`src/rtl/core/bta_pkg.sv`:
```
package bta_pkg;

	// heap geometry
	localparam int ARENA_WORDS = 1024;
	localparam int MAX_ARENAS  = 4;
	localparam int WORD_BYTES  = 8;
	localparam int WB_SHIFT    = $clog2(WORD_BYTES);

	localparam int OFF_W   = 10;
	localparam int SLOT_W  = 2;
	localparam int ADDR_W  = SLOT_W + OFF_W;
	localparam int LINK_W  = OFF_W + 1;
	localparam int LIST_W  = 3;
	localparam int STEP_W  = 13;
	localparam int GUARD_W = 11;
	localparam int FREE_W  = 16;
	localparam int NREQ_W  = 15;

	localparam int WALK_LIMIT = 4 * ARENA_WORDS + 8;

	// request codes
	localparam logic [1:0] ACT_ALLOC = 2'd0;
	localparam logic [1:0] ACT_FREE  = 2'd1;
	localparam logic [1:0] ACT_CLEAR = 2'd2;

	// status codes
	localparam logic [1:0] STAT_OK        = 2'd0;
	localparam logic [1:0] STAT_BAD_PARAM = 2'd1;
	localparam logic [1:0] STAT_NO_ARENA  = 2'd2;
	localparam logic [1:0] STAT_BAD_ADDR  = 2'd3;

	// register map
	typedef enum logic {
		REG_ELEM_BYTES  = 1'b0,
		REG_ARENA_ELEMS = 1'b1
	} reg_idx_t;

	typedef struct packed {
		logic [1:0]       action;
		logic [9:0]       elem_count;
		logic [1:0]       free_arena;
		logic [OFF_W-1:0] free_offset;
	} item_t;

	typedef struct packed {
		logic [1:0]        status;
		logic [SLOT_W-1:0] arena_slot;
		logic [OFF_W-1:0]  data_offset;
	} result_t;

	typedef struct packed {
		logic              we;
		logic [ADDR_W-1:0] waddr;
		logic [LINK_W-1:0] wdata;
		logic [ADDR_W-1:0] raddr;
	} ram_req_t;

	// arena word count, saturated at the arena size
	function automatic logic [OFF_W:0] arena_words(logic [6:0] eb, logic [9:0] ae);
		logic [16:0] bytes;
		logic [14:0] wds;
		logic [15:0] tot;
		bytes = 17'(eb) * 17'(ae);
		wds   = 15'((bytes + 17'(WORD_BYTES - 1)) >> WB_SHIFT);
		tot   = 16'(wds) + 16'd2;
		return (tot > 16'(ARENA_WORDS)) ? (OFF_W+1)'(ARENA_WORDS) : tot[OFF_W:0];
	endfunction

	// header word plus data words rounded up
	function automatic logic [NREQ_W-1:0] req_words(logic [9:0] cnt, logic [6:0] eb);
		logic [16:0] bytes;
		bytes = 17'(cnt) * 17'(eb);
		return NREQ_W'((bytes + 17'(WORD_BYTES - 1)) >> WB_SHIFT) + NREQ_W'(1);
	endfunction

endpackage

```
`src/rtl/core/bta_ctrl.sv`:
```
module bta_ctrl (
	input  logic                    clk,
	input  logic                    arst_n,
	input  logic [6:0]              elem_bytes,
	input  logic [9:0]              arena_elems,
	input  logic                    cfg_wr,
	input  logic                    item_valid,
	output logic                    item_ready,
	input  bta_pkg::item_t          item,
	output logic                    res_valid,
	input  logic                    out_free,
	output bta_pkg::result_t        res,
	output bta_pkg::ram_req_t       ram_req,
	input  logic [bta_pkg::LINK_W-1:0] rdata
);
	import bta_pkg::*;

	typedef enum logic [9:0] {
		ST_INIT   = 10'b0000000001,
		ST_SWEEP  = 10'b0000000010,
		ST_IDLE   = 10'b0000000100,
		ST_PICK   = 10'b0000001000,
		ST_RDCUR  = 10'b0000010000,
		ST_MERGE  = 10'b0000100000,
		ST_SPLIT1 = 10'b0001000000,
		ST_SPLIT2 = 10'b0010000000,
		ST_FREE   = 10'b0100000000,
		ST_DONE   = 10'b1000000000
	} state_t;

	typedef enum logic [1:0] {
		SWK_QUIET = 2'd0,
		SWK_CLEAR = 2'd1,
		SWK_GROW  = 2'd2
	} sweep_kind_t;

	state_t              state_q;
	sweep_kind_t         kind_q;
	logic                clr_pend_q;
	logic [OFF_W-1:0]    sw_cnt_q;
	logic [SLOT_W-1:0]   slot_q;
	logic [OFF_W-1:0]    cur_q;
	logic [OFF_W-1:0]    nxt_q;
	logic [OFF_W-1:0]    n_q;
	logic [OFF_W-1:0]    h_q;
	logic [LIST_W-1:0]   idx_q;
	logic                wrap_q;
	logic [STEP_W-1:0]   steps_q;
	logic [GUARD_W-1:0]  guard_q;
	result_t             res_q;

	logic [FREE_W-1:0]   fw_q     [MAX_ARENAS];
	logic [OFF_W-1:0]    sp_q     [MAX_ARENAS];
	logic [SLOT_W-1:0]   order_q  [MAX_ARENAS];
	logic [MAX_ARENAS-1:0] in_use_q;
	logic [LIST_W-1:0]   len_q;

	logic [OFF_W:0]      w;
	logic [OFF_W-1:0]    wm1;
	logic                rd_used;
	logic [OFF_W-1:0]    rd_link;
	logic [OFF_W:0]      split_pos;
	logic                fit;
	logic                steps_last;
	logic                guard_over;
	logic [SLOT_W-1:0]   pick_s;
	logic                pick_live;
	logic                pick_fits;
	logic [SLOT_W-1:0]   grow_s;
	logic [NREQ_W-1:0]   in_n;
	logic                a_bad;
	logic                f_bad;
	logic                fr_bad;
	logic [FREE_W-1:0]   fw_new;
	logic [LIST_W-1:0]   pos;
	logic                drop;
	logic                take_clr;
	logic                accept;
	logic [LINK_W-1:0]   sweep_val;

	// shared decode
	assign w          = arena_words(elem_bytes, arena_elems);
	assign wm1        = OFF_W'(w - (OFF_W+1)'(1));
	assign rd_used    = rdata[LINK_W-1];
	assign rd_link    = rdata[OFF_W-1:0];
	assign split_pos  = (OFF_W+1)'(cur_q) + (OFF_W+1)'(n_q);
	assign fit        = {1'b0, nxt_q} >= split_pos;
	assign steps_last = steps_q == STEP_W'(WALK_LIMIT - 1);
	assign guard_over = guard_q == GUARD_W'(ARENA_WORDS);
	assign pick_s     = order_q[idx_q[SLOT_W-1:0]];
	assign pick_live  = idx_q < len_q;
	assign pick_fits  = fw_q[pick_s] >= FREE_W'(n_q);
	assign in_n       = req_words(item.elem_count, elem_bytes);
	assign a_bad      = in_n > NREQ_W'(wm1);
	assign f_bad      = !in_use_q[item.free_arena] || (item.free_offset == '0)
	                    || (item.free_offset > wm1);
	assign fr_bad     = !rd_used || (rd_link <= h_q) || (rd_link > wm1);
	assign fw_new     = fw_q[slot_q] + FREE_W'(rd_link - h_q);
	assign drop       = (pos != '0) && (pos < len_q) && (fw_new == FREE_W'(wm1));
	assign take_clr   = clr_pend_q && ((state_q == ST_IDLE)
	                    || ((state_q == ST_SWEEP) && (kind_q == SWK_QUIET)));
	assign item_ready = (state_q == ST_IDLE) && !clr_pend_q && !cfg_wr;
	assign accept     = item_valid && item_ready;
	assign res_valid  = state_q == ST_DONE;
	assign res        = res_q;

	// lowest unused slot and list position of the slot being freed
	always_comb begin
		grow_s = '0;
		for (int i = MAX_ARENAS - 1; i >= 0; i--) begin
			if (!in_use_q[i]) begin
				grow_s = SLOT_W'(i);
			end
		end
		pos = len_q;
		for (int i = MAX_ARENAS - 1; i >= 0; i--) begin
			if ((LIST_W'(i) < len_q) && (order_q[i] == slot_q)) begin
				pos = LIST_W'(i);
			end
		end
	end

	// fresh arena image: free block over the arena, used sentinel at the end
	always_comb begin
		if (sw_cnt_q == '0) begin
			sweep_val = {1'b0, wm1};
		end else if (sw_cnt_q == wm1) begin
			sweep_val = {1'b1, {OFF_W{1'b0}}};
		end else begin
			sweep_val = '0;
		end
	end

	// link memory port
	always_comb begin
		ram_req = '0;
		case (state_q)
			ST_SWEEP: begin
				ram_req.we    = 1'b1;
				ram_req.waddr = {slot_q, sw_cnt_q};
				ram_req.wdata = sweep_val;
			end
			ST_IDLE: begin
				ram_req.raddr = {item.free_arena, item.free_offset - OFF_W'(1)};
			end
			ST_PICK: begin
				ram_req.raddr = {pick_s, sp_q[pick_s]};
			end
			ST_RDCUR: begin
				ram_req.raddr = {slot_q, rd_link};
			end
			ST_MERGE: begin
				ram_req.raddr = {slot_q, rd_link};
				ram_req.we    = !rd_used && !guard_over;
				ram_req.waddr = {slot_q, cur_q};
				ram_req.wdata = rdata;
			end
			ST_SPLIT1: begin
				ram_req.we    = {1'b0, nxt_q} > split_pos;
				ram_req.waddr = {slot_q, split_pos[OFF_W-1:0]};
				ram_req.wdata = {1'b0, nxt_q};
			end
			ST_SPLIT2: begin
				ram_req.we    = 1'b1;
				ram_req.waddr = {slot_q, cur_q};
				ram_req.wdata = {1'b1, split_pos[OFF_W-1:0]};
			end
			ST_FREE: begin
				ram_req.we    = !fr_bad;
				ram_req.waddr = {slot_q, h_q};
				ram_req.wdata = {1'b0, rd_link};
			end
			default: begin
				ram_req = '0;
			end
		endcase
	end

	// pending heap clear after a register write
	always_ff @(posedge clk or negedge arst_n) begin
		if (!arst_n) begin
			clr_pend_q <= 1'b0;
		end else begin
			clr_pend_q <= cfg_wr || (clr_pend_q && !take_clr);
		end
	end

	// sequencer
	always_ff @(posedge clk or negedge arst_n) begin
		if (!arst_n) begin
			state_q  <= ST_INIT;
			kind_q   <= SWK_QUIET;
			sw_cnt_q <= '0;
			slot_q   <= '0;
			idx_q    <= '0;
			wrap_q   <= 1'b0;
			steps_q  <= '0;
			guard_q  <= '0;
			in_use_q <= '0;
			len_q    <= '0;
			for (int i = 0; i < MAX_ARENAS; i++) begin
				fw_q[i]    <= '0;
				sp_q[i]    <= '0;
				order_q[i] <= '0;
			end
		end else if (take_clr) begin
			state_q <= ST_INIT;
			kind_q  <= SWK_QUIET;
		end else begin
			case (state_q)
				ST_INIT: begin
					for (int i = 0; i < MAX_ARENAS; i++) begin
						fw_q[i]    <= '0;
						sp_q[i]    <= '0;
						order_q[i] <= '0;
					end
					fw_q[0]  <= FREE_W'(wm1);
					in_use_q <= MAX_ARENAS'(1);
					len_q    <= LIST_W'(1);
					slot_q   <= '0;
					sw_cnt_q <= '0;
					state_q  <= ST_SWEEP;
				end
				ST_SWEEP: begin
					if (sw_cnt_q == wm1) begin
						case (kind_q)
							SWK_CLEAR: begin
								res_q   <= '{status: STAT_OK, arena_slot: '0, data_offset: '0};
								state_q <= ST_DONE;
							end
							SWK_GROW: begin
								state_q <= ST_SPLIT1;
							end
							default: begin
								state_q <= ST_IDLE;
							end
						endcase
					end else begin
						sw_cnt_q <= sw_cnt_q + OFF_W'(1);
					end
				end
				ST_IDLE: begin
					if (accept) begin
						case (item.action)
							ACT_ALLOC: begin
								if (a_bad) begin
									res_q   <= '{status: STAT_BAD_PARAM, arena_slot: '0,
									             data_offset: '0};
									state_q <= ST_DONE;
								end else begin
									n_q     <= in_n[OFF_W-1:0];
									idx_q   <= '0;
									state_q <= ST_PICK;
								end
							end
							ACT_FREE: begin
								slot_q <= item.free_arena;
								h_q    <= item.free_offset - OFF_W'(1);
								if (f_bad) begin
									res_q   <= '{status: STAT_BAD_ADDR, arena_slot: '0,
									             data_offset: '0};
									state_q <= ST_DONE;
								end else begin
									state_q <= ST_FREE;
								end
							end
							ACT_CLEAR: begin
								kind_q  <= SWK_CLEAR;
								state_q <= ST_INIT;
							end
							default: begin
								res_q   <= '{status: STAT_BAD_PARAM, arena_slot: '0,
								             data_offset: '0};
								state_q <= ST_DONE;
							end
						endcase
					end
				end
				ST_PICK: begin
					if (pick_live) begin
						if (pick_fits) begin
							slot_q  <= pick_s;
							cur_q   <= sp_q[pick_s];
							wrap_q  <= 1'b0;
							steps_q <= '0;
							state_q <= ST_RDCUR;
						end else begin
							idx_q <= idx_q + LIST_W'(1);
						end
					end else if (len_q < LIST_W'(MAX_ARENAS)) begin
						// enable a new arena and append it to the list
						fw_q[grow_s]              <= FREE_W'(wm1);
						sp_q[grow_s]              <= '0;
						in_use_q[grow_s]          <= 1'b1;
						order_q[len_q[SLOT_W-1:0]] <= grow_s;
						len_q                     <= len_q + LIST_W'(1);
						slot_q                    <= grow_s;
						cur_q                     <= '0;
						nxt_q                     <= wm1;
						sw_cnt_q                  <= '0;
						kind_q                    <= SWK_GROW;
						state_q                   <= ST_SWEEP;
					end else begin
						res_q   <= '{status: STAT_NO_ARENA, arena_slot: '0, data_offset: '0};
						state_q <= ST_DONE;
					end
				end
				ST_RDCUR: begin
					if (!rd_used) begin
						nxt_q   <= rd_link;
						guard_q <= '0;
						state_q <= ST_MERGE;
					end else if (((cur_q > rd_link) && wrap_q) || steps_last) begin
						idx_q   <= idx_q + LIST_W'(1);
						state_q <= ST_PICK;
					end else begin
						wrap_q  <= wrap_q || (cur_q > rd_link);
						steps_q <= steps_q + STEP_W'(1);
						cur_q   <= rd_link;
					end
				end
				ST_MERGE: begin
					if (!rd_used) begin
						// absorb the next free block into the current one
						if (guard_over) begin
							idx_q   <= idx_q + LIST_W'(1);
							state_q <= ST_PICK;
						end else begin
							guard_q <= guard_q + GUARD_W'(1);
							nxt_q   <= rd_link;
						end
					end else begin
						if ((cur_q < sp_q[slot_q]) && (sp_q[slot_q] < nxt_q)) begin
							sp_q[slot_q] <= cur_q;
						end
						if (fit) begin
							state_q <= ST_SPLIT1;
						end else if (((nxt_q > rd_link) && wrap_q) || steps_last) begin
							idx_q   <= idx_q + LIST_W'(1);
							state_q <= ST_PICK;
						end else begin
							wrap_q  <= wrap_q || (nxt_q > rd_link);
							steps_q <= steps_q + STEP_W'(1);
							cur_q   <= rd_link;
							state_q <= ST_RDCUR;
						end
					end
				end
				ST_SPLIT1: begin
					state_q <= ST_SPLIT2;
				end
				ST_SPLIT2: begin
					sp_q[slot_q] <= split_pos[OFF_W-1:0];
					fw_q[slot_q] <= (fw_q[slot_q] >= FREE_W'(n_q))
					                ? fw_q[slot_q] - FREE_W'(n_q) : '0;
					res_q        <= '{status: STAT_OK, arena_slot: slot_q,
					                  data_offset: cur_q + OFF_W'(1)};
					state_q      <= ST_DONE;
				end
				ST_FREE: begin
					if (fr_bad) begin
						res_q <= '{status: STAT_BAD_ADDR, arena_slot: '0, data_offset: '0};
					end else begin
						sp_q[slot_q] <= h_q;
						fw_q[slot_q] <= fw_new;
						if (drop) begin
							// close the gap in the arena list
							for (int i = 0; i < MAX_ARENAS - 1; i++) begin
								if ((LIST_W'(i) >= pos) && (LIST_W'(i + 1) < len_q)) begin
									order_q[i] <= order_q[i + 1];
								end
							end
							len_q            <= len_q - LIST_W'(1);
							in_use_q[slot_q] <= 1'b0;
						end
						res_q <= '{status: STAT_OK, arena_slot: '0, data_offset: '0};
					end
					state_q <= ST_DONE;
				end
				ST_DONE: begin
					if (out_free) begin
						state_q <= ST_IDLE;
					end
				end
				default: begin
					state_q <= ST_INIT;
				end
			endcase
		end
	end

endmodule

```
`config.mk`:
```
export PLATFORM = sky130hd
export DESIGN_NAME = bta_ctrl
export DESIGN_NICKNAME = d
export VERILOG_FILES = /design/src/rtl/core/bta_pkg.sv /design/src/rtl/core/bta_ctrl.sv
export SDC_FILE = /design/constraint.sdc
export NUM_CORES = 1
export LEC_CHECK = 0
export ABC_AREA = 1
export BUFFER_PORTS_ARGS = -buffer_cell sky130_fd_sc_hd__buf_2
export CAP_MARGIN = 10
export CELL_PAD_IN_SITES_DETAIL_PLACEMENT = 1
export CELL_PAD_IN_SITES_GLOBAL_PLACEMENT = 1
export CORE_ASPECT_RATIO = 1.2
export CORE_MARGIN = 5
export CORE_UTILIZATION = 42
export DETAILED_ROUTE_END_ITERATION = 6
export PLACE_DENSITY_LB_ADDON = 0.25
export SYNTH_ARGS = -nofsm -noshare
export SYNTH_HDL_FRONTEND = slang
export SYNTH_SLANG_ARGS = --single-unit
```
`constraint.sdc`:
```
create_clock -name clk -period 7.8 [get_ports clk]
set_clock_uncertainty 0.05 [all_clocks]
set_input_delay 0.78 -clock clk [delete_from_list [all_inputs] [get_ports clk]]
set_output_delay 0.78 -clock clk [all_outputs]
set_load 0.05 [all_outputs]
```
# [Word-level counts from Yosys, hierarchy flattened]
# Index checks and enable logic that the tools add are counted.
[totals] ff_bits=226 latch_bits=0 ramBits=0 rom_bits=0 in_bits=57 out_inout_bits=52 elab_cells=413 n_memories=0
[classes] n_addsub=17 n_mul=2 n_div=0 order_cmp=36 eq_ne=67 shift=0 muxes=171 bitwise=12 reduce_logical=78
[op_table] op="$mux 10" n=35
[op_table] op="$pmux 64 s4" n=1
[op_table] op="$mux 40" n=5
[op_table] op="$pmux 40 s5" n=1
[op_table] op="$bwmux 64" n=3
[op_table] op="$mux 64" n=3
[op_table] op="$bwmux 40" n=3
[op_table] op="$pmux 10 s3" n=4
[op_table] op="$pmux 24 s5" n=1
[op_table] op="$mux 14" n=8
[op_table] op="$mux 16" n=7
[op_table] op="$mux 13" n=7
[op_table] op="$pmux 10 s9" n=1
[op_table] op="$pmux 14 s5" n=1
[op_table] op="$bmux 16 s2" n=2
[op_table] op="$demux 16 s2" n=2
[op_table] op="$mux 3" n=19
[op_table] op="$mux 11" n=5
[op_table] op="$ne 2x2->1 const B" n=25
[op_table] op="$pmux 14 s3" n=1
[op_table] op="$and 40x40->40" n=1
[op_table] op="$bmux 10 s2" n=2
[op_table] op="$demux 10 s2" n=2
[op_table] op="$gt 10x10->1" n=4
[op_table] op="other kinds (102)" n=240

# [Depth between registers and ports, before layout]
[depth] depth_word=14 mapped_depth=53 depth_no_buf=52

# [Worst setup path before layout]
# OpenSTA, ideal clock, no wires.
[synth_timing] path_kind="input to output" from="in elem_bytes[1]" to="out ram_req[35] (netlist name)" t_arrival_ns=8.253 required_time_ns=6.970 path_slack_ns=-1.283 cell_stages=43 path_buffers=1 cell_sequence="clkbuf_1 > nand2_1 > fa_1 > fa_1 > inv_1 > fa_1 > inv_1 > fa_1 > inv_1 > ha_1 > nand2_1 > inv_1 > a21oi_1 > nand3_1 > nand2_4 > nand2_2 > inv_2 > nand2_1 > (+7 left out) > ha_1 > inv_1 > nand4_1 > nand2_1 > inv_1 > ha_1 > a21oi_1 > nand3b_1 > a21boi_0 > o21a_1 > o22ai_1 > or2_2 > nand2_1 > nand2_1 > nand2_1 > nand2_1 > nand2_2 > o21ai_0"
[synth_rtl] element="start: declaration" line_no="bta_ctrl.sv:4" rtl="input logic [6:0] elem_bytes,"
[synth_rtl] element="end: declaration" line_no="bta_ctrl.sv:13" rtl="output bta_pkg::ram_req_t ram_req,"

==> metrics.yaml <==
run_status:
  status: "finished, violations left"
  failed_checks: "negative setup slack"
clock_tree:
  cts_made_buffers: 28
  cts_root_buf: "clkbuf_16"
  clock_path_buffers: 3
  cts_tree: "done"
  htreeDepth: 1
  clk_pin_slew_ns: 0.06
  clkSinkCount: 226
  ctsHoldBuffers: 0
  clk_latency_ns: 0.61
power_and_ir_drop:
  ir_drop_v: 0.0002495
  finalPower_mw: 12.86
  swShare: 0.5487
  power.switching_mw: 7.057
  power.density_nw_per_um2: 419.4
  combPwrFrac: 0.763
  seq_power_share: 0.123
  intPower_mw: 5.806
  p_leak_nw: 15.43
  power_frac_clock: 0.113
final_layout:
  syn2layout_area_growth_pct: 18.31
  layout.cells.most_common_list: "nand2_1 (774), inv_1 (661), o21ai_0 (259), nor2_1 (217), ha_1 (214)"
  utilization: 0.5033
  drive_gt1_frac: 0.1476
  nets: 4362
  final_cells: 4824
  layout_commonest_cell: "nand2_1"
synth:
  yosysUniqueCellTypes: 69
  synth_ff_type: "dfrtp_1"
  ys_seq_area_frac: 0.2286
  yosysWarningCount: 0
  syn_area_sq_um: 25930
  async_reset_ff_frac: 0.7611
  yosys_register_bits: 226
  synth_nets: 4117
  synth_cells: 3746
  postSynthAreaPerCell_sq_um: 6.921
  synth_edf_count: 54
timing:
  slew_headroom: 0.2602
  fin_crit_ns: 8.286
  hold_violations: 0
  setup_ws_ns: -0.4858
  worst_pin_slew_ns: 1.108
  rsz0062_at_grt: "yes"
  tns_ns: -0.6737
  setup_viol: 2
  slew_viol_final: 0
  post-route-period-util: 1.062
  fmax_mhz: 120.7
detailed_routing:
  ant_nets: 0
  totalWireLength_um: 110400
  wl_per_cell_um: 22.88
  drc: 0
  vias: 28350
  drt_iter0_drc: 2221
  drt_pass1_iterations: 5
  viasPerCell: 5.876
global_routing:
  grt_pass1_wl_um: 167300
  antenna_found_initial: 17
  gr-usage-all-layers: 0.3159
  globalRouteOverflowTotal: 0
  grt_pass1_vias: 29190
  grt_max_degree: 67
setup_path:
  path_buf_inv: 8
  cpLargestDelayFamily: "adder cells"
  cp_slowest_cell: "fa_1"
  arrival_ns: 7.46
  path_common_cell: "nand2_2"
  critical_path_class: "in2out"
  reg2reg_slack_ns: 1.47
  startpoint_type: "primary input"
  cp_max_fo: 5
  cpPeakStageDelay_ns: 0.54
  cp-end-kind: "output port"
  crit_required_ns: 6.97
die:
  start_util: 0.4254
  boundaryPins: 109
  dieArea_sq_um: 66820
  die_h_um: 282.2
  fp.dieW_um: 236.8
  core_area_sq_um: 60940
  num_rows: 99
placement:
  globalplace.congestion: 0.9954
  hpwl_um: 85290
  pre_cts_ws_ns: -0.6057
  numPortBuffers: 108
  dp.cells: 4742
job:
  cap_violations: 0
worst_hold_path:
  hold_path_class: "in2async"
==> worst register-to-register path, delay by kind of cell (launching register included) <==
kind	cells	cell delay (ns)
compound gates	10	1.95
simple gates	13	1.32
xor+xnor	2	0.95
buf+inv	6	0.87
fa+ha+maj	2	0.70
flops	1	0.38
==> kinds of logic (layout without fill, tap and decap cells) <==
logic type / Yosys count / count (layout) / share of synthesized area
other cells: 0 / 6 / 0
buf+inv: 811 / 1074 / 0.1211
fa+ha+maj: 314 / 314 / 0.1770
xor+xnor: 91 / 91 / 0.03176
simple gates: 1443 / 1444 / 0.2398
compound gates: 861 / 861 / 0.2017
flops: 226 / 226 / 0.2286
==> path summary, 6_finish.rpt <==
path	start	to	cells past startpoint
setup / recovery	elem_bytes[2]	ram_req[35]	45
hold / removal	arst_n	fw_q[44]	1
setup reg to reg	h_q[2]	order_q[2]	33
hold reg to reg	fw_q[22]	fw_q[22]	2
max in group asynchronous	arst_n	fw_q[19]	2
min in group clk	cfg_wr	clr_pend_q	2
==> power by group through the flow <==
stage / sequential (mW) / combinational, mW / clock (mW)
after floorplan: 1.58 / 5.51 / 0
after global placement: 1.60 / 8.61 / 0
after detailed placement: 1.60 / 8.87 / 0
after CTS: 1.58 / 9.08 / 1.47
after global routing: 1.60 / 10.6 / 1.52
final: 1.59 / 9.82 / 1.46
==> layer usage <==
layer / up-vias / wire (um) / GRT usage
met5: - / 116 / 0
met4: 16 / 7500 / 0.1627
met3: 376 / 7908 / 0.04827
met2: 1087 / 52180 / 0.5504
met1: 13880 / 42690 / 0.3792
li1: 12990 / - / -
==> cell usage after synthesis (all sizes together) (14+ instances only) <==
master	number	share of area
inv	689	0.10
edfxtp	54	0.063
buf	35	0.0087
nand3	179	0.036
or2	17	0.0041
o2111ai	36	0.012
o22ai	54	0.013
a211oi	14	0.0041
clkbuf	83	0.012
nor4	18	0.0043
o21ai	354	0.069
ha	226	0.11
nor3	64	0.013
nor2	246	0.037
a21oi	194	0.038
xor2	58	0.021
nand2	838	0.12
xnor2	33	0.011
a221oi	35	0.012
nand4	57	0.014
o211ai	30	0.0087
fa	88	0.068
o21a	17	0.0049
o221ai	27	0.0091
a22oi	29	0.0084
dfrtp	171	0.17
==> state kept, by name (all words and copies together), names as in the netlist, 11 cells and up <==
signal and flops:
guard_q 11, res 14, sp_q 40, fw_q 64
steps_q 13
==> final cells by class <==
type	count	area, sq um
clock buffers	34	753.2
diodes	6	15.01
inverters	693	2609
repair buffers	332	2621
well taps	808	1011
fillers	7895	30270
clock inverters	15	240.2
flip-flops and latches	226	5927
multi-input cells	2710	17500
==> metrics by stage <==
step	hold WS [ns]	area [sq um]
global route	0.1624	30660
CTS	0.1445	30140
global placement	0.4323	28820
finish	0.1115	30670
detailed placement	0.4465	28820
floorplan	0.4088	26220
==> timing repair <==
item / in CTS / in global routing
resized for setup: 64 / 119
cloned: 0 / 3
buffers inserted: 14 / 10
endpoints found under the setup margin: 2 / 153
pin swaps: 47 / 68
Power figures use the tool's default switching activity.
